**src/design/lie_pkg.sv**
```systemverilog
// Package for the Lagrange interpolation evaluator.
// Holds the command and status codes and the status struct of the multiply/divide unit.
// No dependencies.
package lie_pkg;

  localparam logic CMD_WRITE = 1'b0;
  localparam logic CMD_EVAL  = 1'b1;

  localparam logic [1:0] STAT_OK  = 2'd0;
  localparam logic [1:0] STAT_DUP = 2'd1;
  localparam logic [1:0] STAT_SAT = 2'd2;

  localparam int CFG_WIDTH = 5;
  localparam int IDX_WIDTH = 4;

  typedef struct packed {
    logic done;
    logic ovf;
  } md_stat_t;

endpackage

```
**src/design/lie_node_mem.sv**
```systemverilog
// Node store: x and y words, one write port and two registered read ports.
// Depends on nothing but its parameters.
module lie_node_mem #(
  parameter int MAX_NODES  = 16,
  parameter int WORD_WIDTH = 32
) (
  input  logic                          clk,
  input  logic                          we,
  input  logic [$clog2(MAX_NODES)-1:0]  waddr,
  input  logic [WORD_WIDTH-1:0]         wx,
  input  logic [WORD_WIDTH-1:0]         wy,
  input  logic [$clog2(MAX_NODES)-1:0]  raddr_a,
  input  logic [$clog2(MAX_NODES)-1:0]  raddr_b,
  output logic [WORD_WIDTH-1:0]         x_a_r,
  output logic [WORD_WIDTH-1:0]         y_a_r,
  output logic [WORD_WIDTH-1:0]         x_b_r
);

  logic [WORD_WIDTH-1:0] x_mem [MAX_NODES];
  logic [WORD_WIDTH-1:0] y_mem [MAX_NODES];

  always_ff @(posedge clk) begin
    if (we) begin
      x_mem[waddr] <= wx;
      y_mem[waddr] <= wy;
    end
    x_a_r <= x_mem[raddr_a];
    y_a_r <= y_mem[raddr_a];
    x_b_r <= x_mem[raddr_b];
  end

endmodule

```
**src/design/lie_muldiv.sv**
```systemverilog
// Shared shift-add multiplier and restoring divider built around one adder.
// Computes (mag * nmag) / dmag truncated, flags quotients above WORD_WIDTH+1 bits.
// Depends on lie_pkg.
module lie_muldiv #(
  parameter int WORD_WIDTH = 32
) (
  input  logic                   clk,
  input  logic                   rst_n,
  input  logic                   start,
  input  logic [WORD_WIDTH-1:0]  mag,
  input  logic [WORD_WIDTH:0]    nmag,
  input  logic [WORD_WIDTH:0]    dmag,
  output logic [WORD_WIDTH:0]    quo_r,
  output lie_pkg::md_stat_t      stat
);

  localparam int W   = WORD_WIDTH;
  localparam int PW  = 2 * W + 1;
  localparam int AW  = 2 * W + 2;
  localparam int NW  = $clog2(PW + 1);

  typedef enum logic [2:0] {
    PH_IDLE = 3'b001,
    PH_MUL  = 3'b010,
    PH_DIV  = 3'b100
  } phase_t;

  phase_t          phase_r, phase_nxt;
  logic [NW-1:0]   cnt_r, cnt_nxt;
  logic [PW-1:0]   acc_r, acc_nxt;
  logic [W:0]      mpl_r, mpl_nxt;
  logic [W:0]      div_r;
  logic [W+1:0]    rem_r, rem_nxt;
  logic [W:0]      quo_nxt;
  logic            ovf_r, ovf_nxt;
  logic            done_r, done_nxt;
  logic [W-1:0]    mag_r;
  logic [W+1:0]    rsh;
  logic [AW-1:0]   op_a, op_b, sum;
  logic            cin;

  assign rsh = {rem_r[W:0], acc_r[PW-1]};

  // One adder serves both the multiply steps and the trial subtractions.
  always_comb begin
    op_a = '0;
    op_b = '0;
    cin  = 1'b0;
    if (phase_r == PH_DIV) begin
      op_a = AW'(rsh);
      op_b = ~AW'(div_r);
      cin  = 1'b1;
    end else begin
      op_a = AW'({acc_r[PW-2:0], 1'b0});
      op_b = mpl_r[W] ? AW'(mag_r) : '0;
    end
  end

  assign sum = op_a + op_b + AW'(cin);

  always_comb begin
    phase_nxt = phase_r;
    cnt_nxt   = cnt_r;
    acc_nxt   = acc_r;
    mpl_nxt   = mpl_r;
    rem_nxt   = rem_r;
    quo_nxt   = quo_r;
    ovf_nxt   = ovf_r;
    done_nxt  = 1'b0;
    case (phase_r)
      PH_IDLE: begin
        if (start) begin
          phase_nxt = PH_MUL;
          cnt_nxt   = '0;
          acc_nxt   = '0;
          mpl_nxt   = nmag;
        end
      end
      PH_MUL: begin
        acc_nxt = sum[PW-1:0];
        mpl_nxt = {mpl_r[W-1:0], 1'b0};
        if (cnt_r == NW'(W)) begin
          phase_nxt = PH_DIV;
          cnt_nxt   = '0;
          rem_nxt   = '0;
          quo_nxt   = '0;
          ovf_nxt   = 1'b0;
        end else begin
          cnt_nxt = cnt_r + NW'(1);
        end
      end
      PH_DIV: begin
        acc_nxt = {acc_r[PW-2:0], 1'b0};
        ovf_nxt = ovf_r | quo_r[W];
        if (sum[AW-1]) begin
          rem_nxt = rsh;
          quo_nxt = {quo_r[W-1:0], 1'b0};
        end else begin
          rem_nxt = sum[W+1:0];
          quo_nxt = {quo_r[W-1:0], 1'b1};
        end
        if (cnt_r == NW'(PW - 1)) begin
          phase_nxt = PH_IDLE;
          done_nxt  = 1'b1;
        end else begin
          cnt_nxt = cnt_r + NW'(1);
        end
      end
      default: phase_nxt = PH_IDLE;
    endcase
  end

  always_ff @(posedge clk) begin
    if (!rst_n) begin
      phase_r <= PH_IDLE;
      done_r  <= 1'b0;
    end else begin
      phase_r <= phase_nxt;
      done_r  <= done_nxt;
    end
    cnt_r <= cnt_nxt;
    acc_r <= acc_nxt;
    mpl_r <= mpl_nxt;
    rem_r <= rem_nxt;
    quo_r <= quo_nxt;
    ovf_r <= ovf_nxt;
    if (phase_r == PH_IDLE && start) begin
      mag_r <= mag;
      div_r <= dmag;
    end
  end

  assign stat.done = done_r;
  assign stat.ovf  = ovf_r;

endmodule

```
**src/design/lagrange_interpolation_eval.sv**
```systemverilog
// Lagrange interpolation evaluator, top level: node store, sequencer, running sum.
// Depends on lie_pkg, lie_node_mem and lie_muldiv.
//
// Usage:
//   The input channel (in_valid/in_ready) carries write and evaluate transactions.
//   A write (in_cmd = write) stores node_x/node_y at in_node_index; it produces no
//   result. An evaluate transaction produces one result on the out_ and
//   channel: the signed fixed-point interpolated value and a status code
//   (ok, duplicate nodes, saturated).
//   cfg_we/cfg_wdata set the node count; write it only while the block is idle.
//   An evaluate with n nodes first scans each node pair for duplicate x values,
//   then runs each term through its sequencer steps and n-1 factors, each factor
//   one pass through the shared multiply/divide unit with its start and check
//   steps. A term that reaches zero skips its remaining factors, and duplicate
//   nodes end the scan early.
//   in_ready is low while an evaluation runs. A finished result waits in the
//   output register while the receiver stalls; the next transaction is taken
//   meanwhile, and a second evaluation waits at its end until the first result
//   leaves. Reset clears the control state and sets the node count to 1; the node
//   store is not cleared and must be written before use.
module lagrange_interpolation_eval #(
  parameter int MAX_NODES  = 16,
  parameter int WORD_WIDTH = 32
) (
  input  logic                                  clk,
  input  logic                                  rst_n,
  input  logic                                  in_valid,
  output logic                                  in_ready,
  input  logic                                  in_cmd,
  input  logic [lie_pkg::IDX_WIDTH-1:0]         in_node_index,
  input  logic signed [WORD_WIDTH-1:0]          in_node_x,
  input  logic signed [WORD_WIDTH-1:0]          in_node_y,
  input  logic signed [WORD_WIDTH-1:0]          in_query_x,
  output logic                                  out_valid,
  input  logic                                  out_ready,
  output logic signed [WORD_WIDTH-1:0]          out_interp_value,
  output logic [1:0]                            out_status,
  input  logic                                  cfg_we,
  input  logic [lie_pkg::CFG_WIDTH-1:0]         cfg_wdata
);

  localparam int W  = WORD_WIDTH;
  localparam int IW = $clog2(MAX_NODES);
  localparam int CW = $clog2(MAX_NODES + 1);

  typedef enum logic [9:0] {
    ST_IDLE    = 10'b0000000001,
    ST_DUP_RD  = 10'b0000000010,
    ST_DUP_CMP = 10'b0000000100,
    ST_TERM_RD = 10'b0000001000,
    ST_TERM_LD = 10'b0000010000,
    ST_FAC_CHK = 10'b0000100000,
    ST_FAC_GO  = 10'b0001000000,
    ST_FAC_WT  = 10'b0010000000,
    ST_ACC     = 10'b0100000000,
    ST_FIN     = 10'b1000000000
  } state_t;

  state_t                   state_r, state_nxt;
  logic [lie_pkg::CFG_WIDTH-1:0] node_count_r;
  logic [CW-1:0]            n_r, n_nxt, n_eff;
  logic [CW-1:0]            j_r, j_nxt, k_r, k_nxt;
  logic [W-1:0]             q_r, q_nxt;
  logic [W-1:0]             xj_r, xj_nxt;
  logic [W-1:0]             mag_r, mag_nxt;
  logic                     neg_r, neg_nxt;
  logic [W-1:0]             sum_r, sum_nxt;
  logic                     sat_r, sat_nxt;
  logic                     dup_r, dup_nxt;
  logic                     out_valid_r;
  logic [W-1:0]             out_value_r;
  logic [1:0]               out_status_r;

  logic                     accept, mem_we;
  logic [IW-1:0]            raddr_a, raddr_b;
  logic [W-1:0]             x_a, y_a, x_b;
  logic [W:0]               dq, dd, nmag, dmag, limit;
  logic                     neg_fac;
  logic                     md_start;
  logic [W:0]               md_quo;
  lie_pkg::md_stat_t        md_stat;
  logic [W:0]               term;
  logic [W+1:0]             acc_sum;
  logic                     acc_ovf;
  logic [W-1:0]             acc_clamp;

  assign in_ready = (state_r == ST_IDLE);
  assign accept   = in_valid && in_ready;
  assign mem_we   = accept && (in_cmd == lie_pkg::CMD_WRITE)
                    && (int'(in_node_index) < MAX_NODES);

  // Node count of zero means one node; counts above the store depth are clamped.
  always_comb begin
    if (node_count_r == '0) begin
      n_eff = CW'(1);
    end else if (int'(node_count_r) > MAX_NODES) begin
      n_eff = CW'(MAX_NODES);
    end else begin
      n_eff = CW'(node_count_r);
    end
  end

  always_comb begin
    raddr_a = j_r[IW-1:0];
    raddr_b = k_r[IW-1:0];
  end

  lie_node_mem #(
    .MAX_NODES  (MAX_NODES),
    .WORD_WIDTH (W)
  ) u_mem (
    .clk     (clk),
    .we      (mem_we),
    .waddr   (IW'(in_node_index)),
    .wx      (in_node_x),
    .wy      (in_node_y),
    .raddr_a (raddr_a),
    .raddr_b (raddr_b),
    .x_a_r   (x_a),
    .y_a_r   (y_a),
    .x_b_r   (x_b)
  );

  // Exact differences, split into sign and magnitude.
  always_comb begin
    dq      = {q_r[W-1], q_r} - {x_b[W-1], x_b};
    dd      = {xj_r[W-1], xj_r} - {x_b[W-1], x_b};
    nmag    = dq[W] ? (~dq + (W+1)'(1)) : dq;
    dmag    = dd[W] ? (~dd + (W+1)'(1)) : dd;
    neg_fac = neg_r ^ dq[W] ^ dd[W];
  end

  assign md_start = (state_r == ST_FAC_GO);

  lie_muldiv #(
    .WORD_WIDTH (W)
  ) u_muldiv (
    .clk   (clk),
    .rst_n (rst_n),
    .start (md_start),
    .mag   (mag_r),
    .nmag  (nmag),
    .dmag  (dmag),
    .quo_r (md_quo),
    .stat  (md_stat)
  );

  assign limit = neg_r ? ((W+1)'(1) << (W - 1)) : (((W+1)'(1) << (W - 1)) - (W+1)'(1));

  // Saturating accumulation of one signed term.
  always_comb begin
    term      = neg_r ? (~{1'b0, mag_r} + (W+1)'(1)) : {1'b0, mag_r};
    acc_sum   = {{2{sum_r[W-1]}}, sum_r} + {term[W], term};
    acc_ovf   = (acc_sum[W+1:W-1] != 3'b000) && (acc_sum[W+1:W-1] != 3'b111);
    acc_clamp = acc_sum[W+1] ? {1'b1, {(W-1){1'b0}}} : {1'b0, {(W-1){1'b1}}};
  end

  always_comb begin
    state_nxt = state_r;
    n_nxt     = n_r;
    j_nxt     = j_r;
    k_nxt     = k_r;
    q_nxt     = q_r;
    xj_nxt    = xj_r;
    mag_nxt   = mag_r;
    neg_nxt   = neg_r;
    sum_nxt   = sum_r;
    sat_nxt   = sat_r;
    dup_nxt   = dup_r;
    case (state_r)
      ST_IDLE: begin
        if (accept && in_cmd == lie_pkg::CMD_EVAL) begin
          q_nxt   = in_query_x;
          n_nxt   = n_eff;
          j_nxt   = '0;
          k_nxt   = CW'(1);
          sum_nxt = '0;
          sat_nxt = 1'b0;
          dup_nxt = 1'b0;
          state_nxt = (n_eff == CW'(1)) ? ST_TERM_RD : ST_DUP_RD;
        end
      end
      ST_DUP_RD: state_nxt = ST_DUP_CMP;
      ST_DUP_CMP: begin
        if (x_a == x_b) begin
          dup_nxt   = 1'b1;
          state_nxt = ST_FIN;
        end else if ((CW+1)'(k_r) + (CW+1)'(1) == (CW+1)'(n_r)) begin
          if ((CW+1)'(j_r) + (CW+1)'(2) == (CW+1)'(n_r)) begin
            j_nxt     = '0;
            state_nxt = ST_TERM_RD;
          end else begin
            j_nxt     = j_r + CW'(1);
            k_nxt     = j_r + CW'(2);
            state_nxt = ST_DUP_RD;
          end
        end else begin
          k_nxt     = k_r + CW'(1);
          state_nxt = ST_DUP_RD;
        end
      end
      ST_TERM_RD: state_nxt = ST_TERM_LD;
      ST_TERM_LD: begin
        xj_nxt    = x_a;
        neg_nxt   = y_a[W-1];
        mag_nxt   = y_a[W-1] ? (~y_a + W'(1)) : y_a;
        k_nxt     = '0;
        state_nxt = ST_FAC_CHK;
      end
      ST_FAC_CHK: begin
        if (mag_r == '0 || k_r == n_r) begin
          state_nxt = ST_ACC;
        end else if (k_r == j_r) begin
          k_nxt = k_r + CW'(1);
        end else begin
          state_nxt = ST_FAC_GO;
        end
      end
      ST_FAC_GO: begin
        neg_nxt   = neg_fac;
        state_nxt = ST_FAC_WT;
      end
      ST_FAC_WT: begin
        if (md_stat.done) begin
          if (md_stat.ovf || md_quo > limit) begin
            mag_nxt = limit[W-1:0];
            sat_nxt = 1'b1;
          end else begin
            mag_nxt = md_quo[W-1:0];
          end
          k_nxt     = k_r + CW'(1);
          state_nxt = ST_FAC_CHK;
        end
      end
      ST_ACC: begin
        if (acc_ovf) begin
          sum_nxt = acc_clamp;
          sat_nxt = 1'b1;
        end else begin
          sum_nxt = acc_sum[W-1:0];
        end
        if ((CW+1)'(j_r) + (CW+1)'(1) == (CW+1)'(n_r)) begin
          state_nxt = ST_FIN;
        end else begin
          j_nxt     = j_r + CW'(1);
          state_nxt = ST_TERM_RD;
        end
      end
      ST_FIN: begin
        if (!out_valid_r || out_ready) begin
          state_nxt = ST_IDLE;
        end
      end
      default: state_nxt = ST_IDLE;
    endcase
  end

  always_ff @(posedge clk) begin
    if (!rst_n) begin
      state_r      <= ST_IDLE;
      node_count_r <= lie_pkg::CFG_WIDTH'(1);
      out_valid_r  <= 1'b0;
    end else begin
      state_r <= state_nxt;
      if (cfg_we) begin
        node_count_r <= cfg_wdata;
      end
      if (state_r == ST_FIN && (!out_valid_r || out_ready)) begin
        out_valid_r <= 1'b1;
      end else if (out_ready) begin
        out_valid_r <= 1'b0;
      end
    end
    n_r   <= n_nxt;
    j_r   <= j_nxt;
    k_r   <= k_nxt;
    q_r   <= q_nxt;
    xj_r  <= xj_nxt;
    mag_r <= mag_nxt;
    neg_r <= neg_nxt;
    sum_r <= sum_nxt;
    sat_r <= sat_nxt;
    dup_r <= dup_nxt;
    if (state_r == ST_FIN && (!out_valid_r || out_ready)) begin
      if (dup_r) begin
        out_value_r  <= '0;
        out_status_r <= lie_pkg::STAT_DUP;
      end else begin
        out_value_r  <= sum_r;
        out_status_r <= sat_r ? lie_pkg::STAT_SAT : lie_pkg::STAT_OK;
      end
    end
  end

  assign out_valid        = out_valid_r;
  assign out_interp_value = out_value_r;
  assign out_status       = out_status_r;

endmodule

```
**config.mk**
```make
export PLATFORM = sky130hd
export DESIGN_NAME = lagrange_interpolation_eval
export DESIGN_NICKNAME = d
export VERILOG_FILES = /design/src/design/lie_pkg.sv /design/src/design/lie_node_mem.sv /design/src/design/lie_muldiv.sv /design/src/design/lagrange_interpolation_eval.sv
export SDC_FILE = /design/constraint.sdc
export NUM_CORES = 2
export LEC_CHECK = 0
export ABC_AREA = 1
export ABC_CLOCK_PERIOD_IN_PS = 10100
export BUFFER_PORTS_ARGS = -buffer_cell sky130_fd_sc_hd__buf_2
export CAP_MARGIN = 20
export CORE_UTILIZATION = 45
export DETAILED_ROUTE_END_ITERATION = 10
export GPL_TIMING_DRIVEN = 0
export SYNTH_ARGS = -nofsm -noshare
export SYNTH_HDL_FRONTEND = slang
export SYNTH_SLANG_ARGS = --single-unit
```
**constraint.sdc**
```tcl
create_clock -name clk -period 10.1 [get_ports clk]
set_input_delay 0 -clock clk [delete_from_list [all_inputs] [get_ports clk]]
set_output_delay 0 -clock clk [all_outputs]
set_load 0.01 [all_outputs]
```
After elaboration in Yosys (flattened, before gate mapping):

Memory sizes are Yosys's and may differ from the RTL's. A register that Yosys moved wholly into a read port is not among the register bits.
Cells that the tools add are included.

* flip-flop bits (word level): 437
* bits in writable memories: 1024
* input port bits: 111
* output and inout bits: 36
* memories: 2

* add/subtract/negate cells: 16
* $lt $le $gt $ge: 2
* equal/unequal tests: 40
* multiplexer cells: 77
* bitwise logic cells: 9
* reductions and logical operators: 38

Memory list
* u_mem.x_mem: depth 16, width 32, rd ports 2, clocked after memory_dff 2, write ports 1, line lie_node_mem.sv:19 `logic [WORD_WIDTH-1:0] x_mem [MAX_NODES];`
* u_mem.y_mem: depth 16, width 32, rd ports 1, clocked after memory_dff 1, write ports 1, line lie_node_mem.sv:20 `logic [WORD_WIDTH-1:0] y_mem [MAX_NODES];`

Operators with widths (number)
* two-way mux 32 bit: 9
* two-way mux 33 bit: 6
* case mux 33 bit (2 select lines): 3
* case mux 65 bit (3 select lines): 1
* two-way mux 65 bit: 2
* case mux 32 bit (2 select lines): 2
* case mux 10 bit (10 select lines): 1
* adder 33 x 1 -> 33 bit (second input constant): 3
* two-way mux 10 bit: 8
* two-way mux 5 bit: 14
* adder 65 x 66 -> 66 bit: 1
* adder 66 x 1 -> 66 bit: 1
* two-way mux 66 bit: 1
* inverter 33 bit: 2
* inverter 33 -> 66 bit: 1
* subtractor 32 x 32 -> 33 bit: 2
* adder 32 x 33 -> 34 bit: 1
* > comparator 33 x 32 -> 1 bit: 1
* inverter 32 -> 33 bit: 1
* adder 32 x 1 -> 32 bit (second input constant): 1
* equality test 32 bit: 1
* logical NOT 32 bit: 1
* inverter 32 bit: 1
* case mux 5 bit (5 select lines): 1
* other kinds (52): 117

Logic depth before layout (Yosys ltp):

* depth after elaboration: 8
* mapped depth: 28

Cells and area by module:

Synthesis repeated with hierarchy kept, for this count alone.

* cells, all modules: 10112
* area total of the unflattened synthesis: 84846.4 um^2

By module, submodules not included
* lie_node_mem: times used 1, cells an instance 5409, area each 50958.9 um^2, seq. area each 32671.3 um^2
* lagrange_interpolation_eval: times used 1, cells an instance 2961, area each 19482.4 um^2, seq. area each 5725.5 um^2
* lie_muldiv: times used 1, cells an instance 1742, area each 14405.1 um^2, seq. area each 7196.9 um^2

Worst setup path after synthesis:

No wires, ideal clock.

* path kind: register to register
* from: register u_muldiv.phase_r[2]
* to: register u_muldiv.acc_r[0], enable pin
* library setup time: 0.510 ns
* arrival time: 4.416 ns
* required time: 9.590 ns
* setup slack: 5.175 ns
* stages on the path, launching flop included: 7
* path buffers: 4
* clock period less this slack: 4.925 ns
* path through: dfxtp_1 nand3_2 clkbuf_1 buf_2 clkbuf_1 clkbuf_1 a21oi_1

* cells in the longest elaborated chain, start to end: 3
* elaborated cells between the ends (all ways): 6
* classes of those cells: eq/ne (4); reduce/logical (2)

Ends and longest elaborated chain
* from (decl): line lie_muldiv.sv:28 `phase_t phase_r, phase_nxt;`
* from (signal assigned): line lie_muldiv.sv:118 `phase_r <= phase_nxt;`
* equality test 3 x 1 -> 1 bit, or another cell as far along: line lie_muldiv.sv:70 `case (phase_r)`
* inequality test 2 x 1 -> 1 bit (no source line) or nonzero test 3 bit (tied branches)
* AND reduction 2 bit (no source line) (*)
* to (signal assigned): line lie_muldiv.sv:122 `acc_r <= acc_nxt;`
* to (decl): line lie_muldiv.sv:30 `logic [PW-1:0] acc_r, acc_nxt;`

Mark *: on every way between the ends. The rest lies on a longest branch, timed or not.
A chain may end at the register's enable or synchronous reset.

Worst setup path in the final report:

* from: register u_muldiv.phase_r[1]
* to: register u_muldiv.rem_r[2] (data pin)

* cells in the longest elaborated chain, start to end: 6
* elaborated cells between the ends (all ways): 9
* classes of those cells: add/sub (2); eq/ne (2); mux (5)

Ends and longest elaborated chain
* equality test 3 bit: line lie_muldiv.sv:49, lie_muldiv.sv:70
* two-way mux 65 bit or two-way mux 66 bit (tied branches): line lie_muldiv.sv:49 `if (phase_r == PH_DIV) begin`
* adder 65 x 66 -> 66 bit: line lie_muldiv.sv:59 `assign sum = op_a + op_b + AW'(cin);`
* adder 66 x 1 -> 66 bit: line lie_muldiv.sv:59
* two-way mux 33 bit: line lie_muldiv.sv:95 `if (sum[AW-1]) begin`
* case mux 33 bit (2 select lines) (*): line lie_muldiv.sv:70
* to (signal assigned): line lie_muldiv.sv:124 `rem_r <= rem_nxt;`
* to (decl): line lie_muldiv.sv:33 `logic [W+1:0] rem_r, rem_nxt;`

Marked as above.

==> summary.txt <==
CTS
  • Worst-path clk slew: 0.06 ns
  • Clock Latency Late Sink: 0.85 ns
  • Number of buffers created by CTS: 168
  • Maximum clock path buffer count: 3
  • CTS tree: yes
  • Cell chosen for the clock root: clkbuf_16
  • Setup repair bufs after CTS: 0
  • Sink Count: 1,557
  • H-Tree Depth: 4

Logic synthesis
  • Post-synth ARST share: 0%
  • Cells after Synth: 8,087
  • Netlist Area Pre-Place: 78,070 um^2
  • Synth warn: 0
  • Ys flop type: edfxtp_1
  • Register area share after synthesis: 58.40%
  • Syn_nets: 8,374
  • Number of flops mapped to enable cells by yosys: 1,441
  • Distinct cells, synth: 63
  • Synthesized flop and latch total: 1,557
  • Mean Syn Cell Area: 9.653 um^2

Routing
  • Total Wirelength: 294.6 mm
  • DRC errors left: 2
  • Pre-antenna DRT Iters: 10
  • Avg WL per Cell: 26.59 um
  • Final ANT Viol Nets: 0
  • Via count: 65,573
  • Via density: 5.919
  • Drt first-iter violations: 8,494

Floorplanning
  • Die span in x: 418.5 um
  • Die footprint: 175,200 um^2
  • Die H: 418.5 um
  • Core area: 171,900 um^2
  • # rows: 152
  • Initial core utilization: 45.41%
  • IO Pins: 147

Pwr
  • Leakage: 34.07 nW
  • VDD IR max: 0.1765 mV
  • Power density cells: 292.5 nW/um^2

Timing
  • Fmax: 164.1 MHz
  • Final Hold Fails: 0
  • Minimum clock period: 6.092 ns
  • Setup ws final: 4.008 ns
  • Sum Neg Setup Slack: 0 ns
  • Rel. slew slack: 13.38%
  • Final setup viols: 0
  • Clock Skew: 0.05618 ns
  • Final worst-path cycle share: 60.32%
  • RSZ-0062 raised after global routing: false
  • Worst-Margin Slew: 1.299 ns
  • Slew Viols, Final: 0

GRT
  • First-pass GRT wire length: 419.2 mm
  • Initial antenna violation count: 25
  • Overall Global Routing Usage: 33.05%
  • Vias in the first global route: 62,005
  • GRT overflow: 0
  • Largest net degree at the start of global routing: 39

Placed design
  • RePlAce Congestion: 1.002
  • PortBufs: 145
  • DP Area: 83,090 um^2
  • Hpwl dp: 214.6 mm
  • Dpl cells: 10,601
  • Place WS: 4.195 ns

Layout
  • Area delta synth->final: 15.30%
  • Most frequent cells in the layout: edfxtp_1 (1,441), nand2_1 (1,325), nor2_1 (1,287), o21ai_0 (839), inv_1 (661)
  • Final instance area: 90,010 um^2
  • Share of layout cells above drive strength 1: 6.497%
  • Final Non-Filler Cells: 11,078
  • Commonest non-fill, non-tap cell in the layout: edfxtp_1
  • Final core utilization: 52.36%
  • Nets: 8,907

Critical path
  • Worst Path Class, Setup: flip-flop to flip-flop
  • Flop-to-flop setup slack: 4.01 ns
  • CP required: 10.64 ns
  • CP max FO: 10
  • CP startpoint kind: flip-flop
  • Crit path DAT: 6.64 ns
  • Kind of end point of the critical path: flip-flop

Flow run
  • MaxCap Viol Count: 0

Worst hold path
  • Path category of the worst min-delay check: input pin to flip-flop

Status
  • Status: finished with violations
  • Failing checks: DRC
==> worst max-delay path, stage by stage (launching register included) <==
cell,delay [ns]
dfxtp_1,0.34
inv_2,0.05
nand3_2,0.15
clkbuf_1,0.42
buf_2,0.42
clkbuf_1,0.63
clkbuf_1,0.68
o21ai_0,0.24
fa_1,0.50
nand3_1,0.10
nand2_1,0.12
a21boi_0,0.47
o21bai_1,0.32
nand2_1,0.12
nand2_1,0.13
nand3b_4,0.11
o211ai_2,0.10
nand2_4,0.15
clkinv_1,0.38
o21ai_0,0.31
a21oi_1,0.06
==> layout make-up <==
cell class              instances  area [um^2]
clock inverters                96        794.5
fillers                     15537        81910
plain buffers                 391         1548
well taps                    2310         2890
diodes                         10        25.02
inverters                     673         2526
multi-input cells            5466        28580
clock buffers                 212         4483
flip-flops and latches       1557        45590
repair buffers                363         3568
==> cells in the mapped netlist (3+ instances only) <==
master | count | area [um^2]
a21oi_1 | 277 | 1386
mux2i_1 | 89 | 890.9
edfxtp_1 | 1441 | 43270
nand4_1 | 64 | 400.4
o32ai_1 | 149 | 1305
xor2_1 | 106 | 928.4
a31oi_1 | 16 | 100.1
inv_2 | 8 | 30.03
nor2_1 | 1307 | 4906
o221ai_1 | 91 | 797.0
buf_2 | 25 | 125.1
o21ai_1 | 18 | 90.09
clkbuf_1 | 319 | 1197
dfxtp_1 | 116 | 2322
ha_1 | 171 | 2140
a22oi_1 | 14 | 105.1
fa_1 | 5 | 100.1
a211oi_1 | 3 | 22.52
o21ai_0 | 840 | 4204
a22o_1 | 6 | 52.55
o211ai_1 | 45 | 337.8
nand2_1 | 1326 | 4977
xnor2_1 | 84 | 735.7
nor2_2 | 12 | 75.07
o21bai_1 | 15 | 112.6
o21a_1 | 7 | 52.55
a21boi_0 | 6 | 45.04
nor4_1 | 19 | 118.9
nor3_1 | 90 | 450.4
o31ai_1 | 14 | 105.1
nand3_1 | 426 | 2132
nand2_2 | 4 | 25.02
a21o_1 | 16 | 120.1
buf_1 | 40 | 150.1
o22ai_1 | 149 | 932.1
and2_1 | 9 | 56.30
inv_1 | 662 | 2485
nor2_4 | 3 | 33.78
or2_2 | 26 | 162.7
nand3b_1 | 32 | 240.2
and3_1 | 6 | 37.54
buf_6 | 5 | 56.30
clkinv_1 | 3 | 11.26
==> path summary, 6_finish.rpt <==
path / end / startpoint / cells after the start
worst max-delay path: u_muldiv.rem_r[2] / u_muldiv.phase_r[1] / 20
worst min-delay path: u_mem.y_mem[13][1] / in_node_index[3] / 3
worst max register to register: u_muldiv.rem_r[2] / u_muldiv.phase_r[1] / 20
worst min register to register: xj_r[30] / u_mem.x_a_r[30] / 0
==> repair_timing <==
action	CTS	global route
hold buffers	154	0
resized for setup	0	0
hold endpoints to repair	1134	0
==> cell families (layout without fill, tap and decap cells) <==
group,after synthesis,after routing,synth area share [%]
AO/OA/AOI/OAI,1676,1676,12.63
XOR/XNOR,191,191,2.152
adder cells (fa/ha/maj),176,176,2.869
buffers and inverters,1064,1735,5.214
flip-flops,1557,1557,58.40
multiplexers,89,89,1.141
other,0,10,0
AND/OR/NAND/NOR,3334,3334,17.59
==> routing by layer <==
layer / routed length (um) / up-vias / global-route usage [%]
met5: 222 / - / 0
met4: 18480 / 22 / 17.55
met3: 28690 / 847 / 6.434
met2: 132400 / 3836 / 52.40
met1: 114800 / 31397 / 42.80
li1: - / 29471 / -
==> flip-flops by register name, indices dropped and copies added, names as in the netlist, 33 cells and up <==
signal / count
u_mem.x_mem: 512
u_mem.y_mem: 512
u_muldiv.acc_r: 65
u_muldiv.div_r: 33
u_muldiv.mpl_r: 33
u_muldiv.quo_r: 33
u_muldiv.rem_r: 33
==> power by group <==
| part | internal (mW) | switching [mW] |
|---|---|---|
| combinational | 3.29 | 8.85 |
| clock | 3.30 | 2.68 |
| sequential | 7.84 | 0.375 |
| total | 14.4 | 11.9 |
==> through the flow <==
step	hold slack (ns)	total power [mW]
global route	0.02966	27.36
detailed placement	0.1782	19.95
floorplan	0.09887	15.10
global placement	0.1778	19.76
finish	0.03302	26.33
CTS	0.001251	25.91
Power figures use the tool's default switching activity.
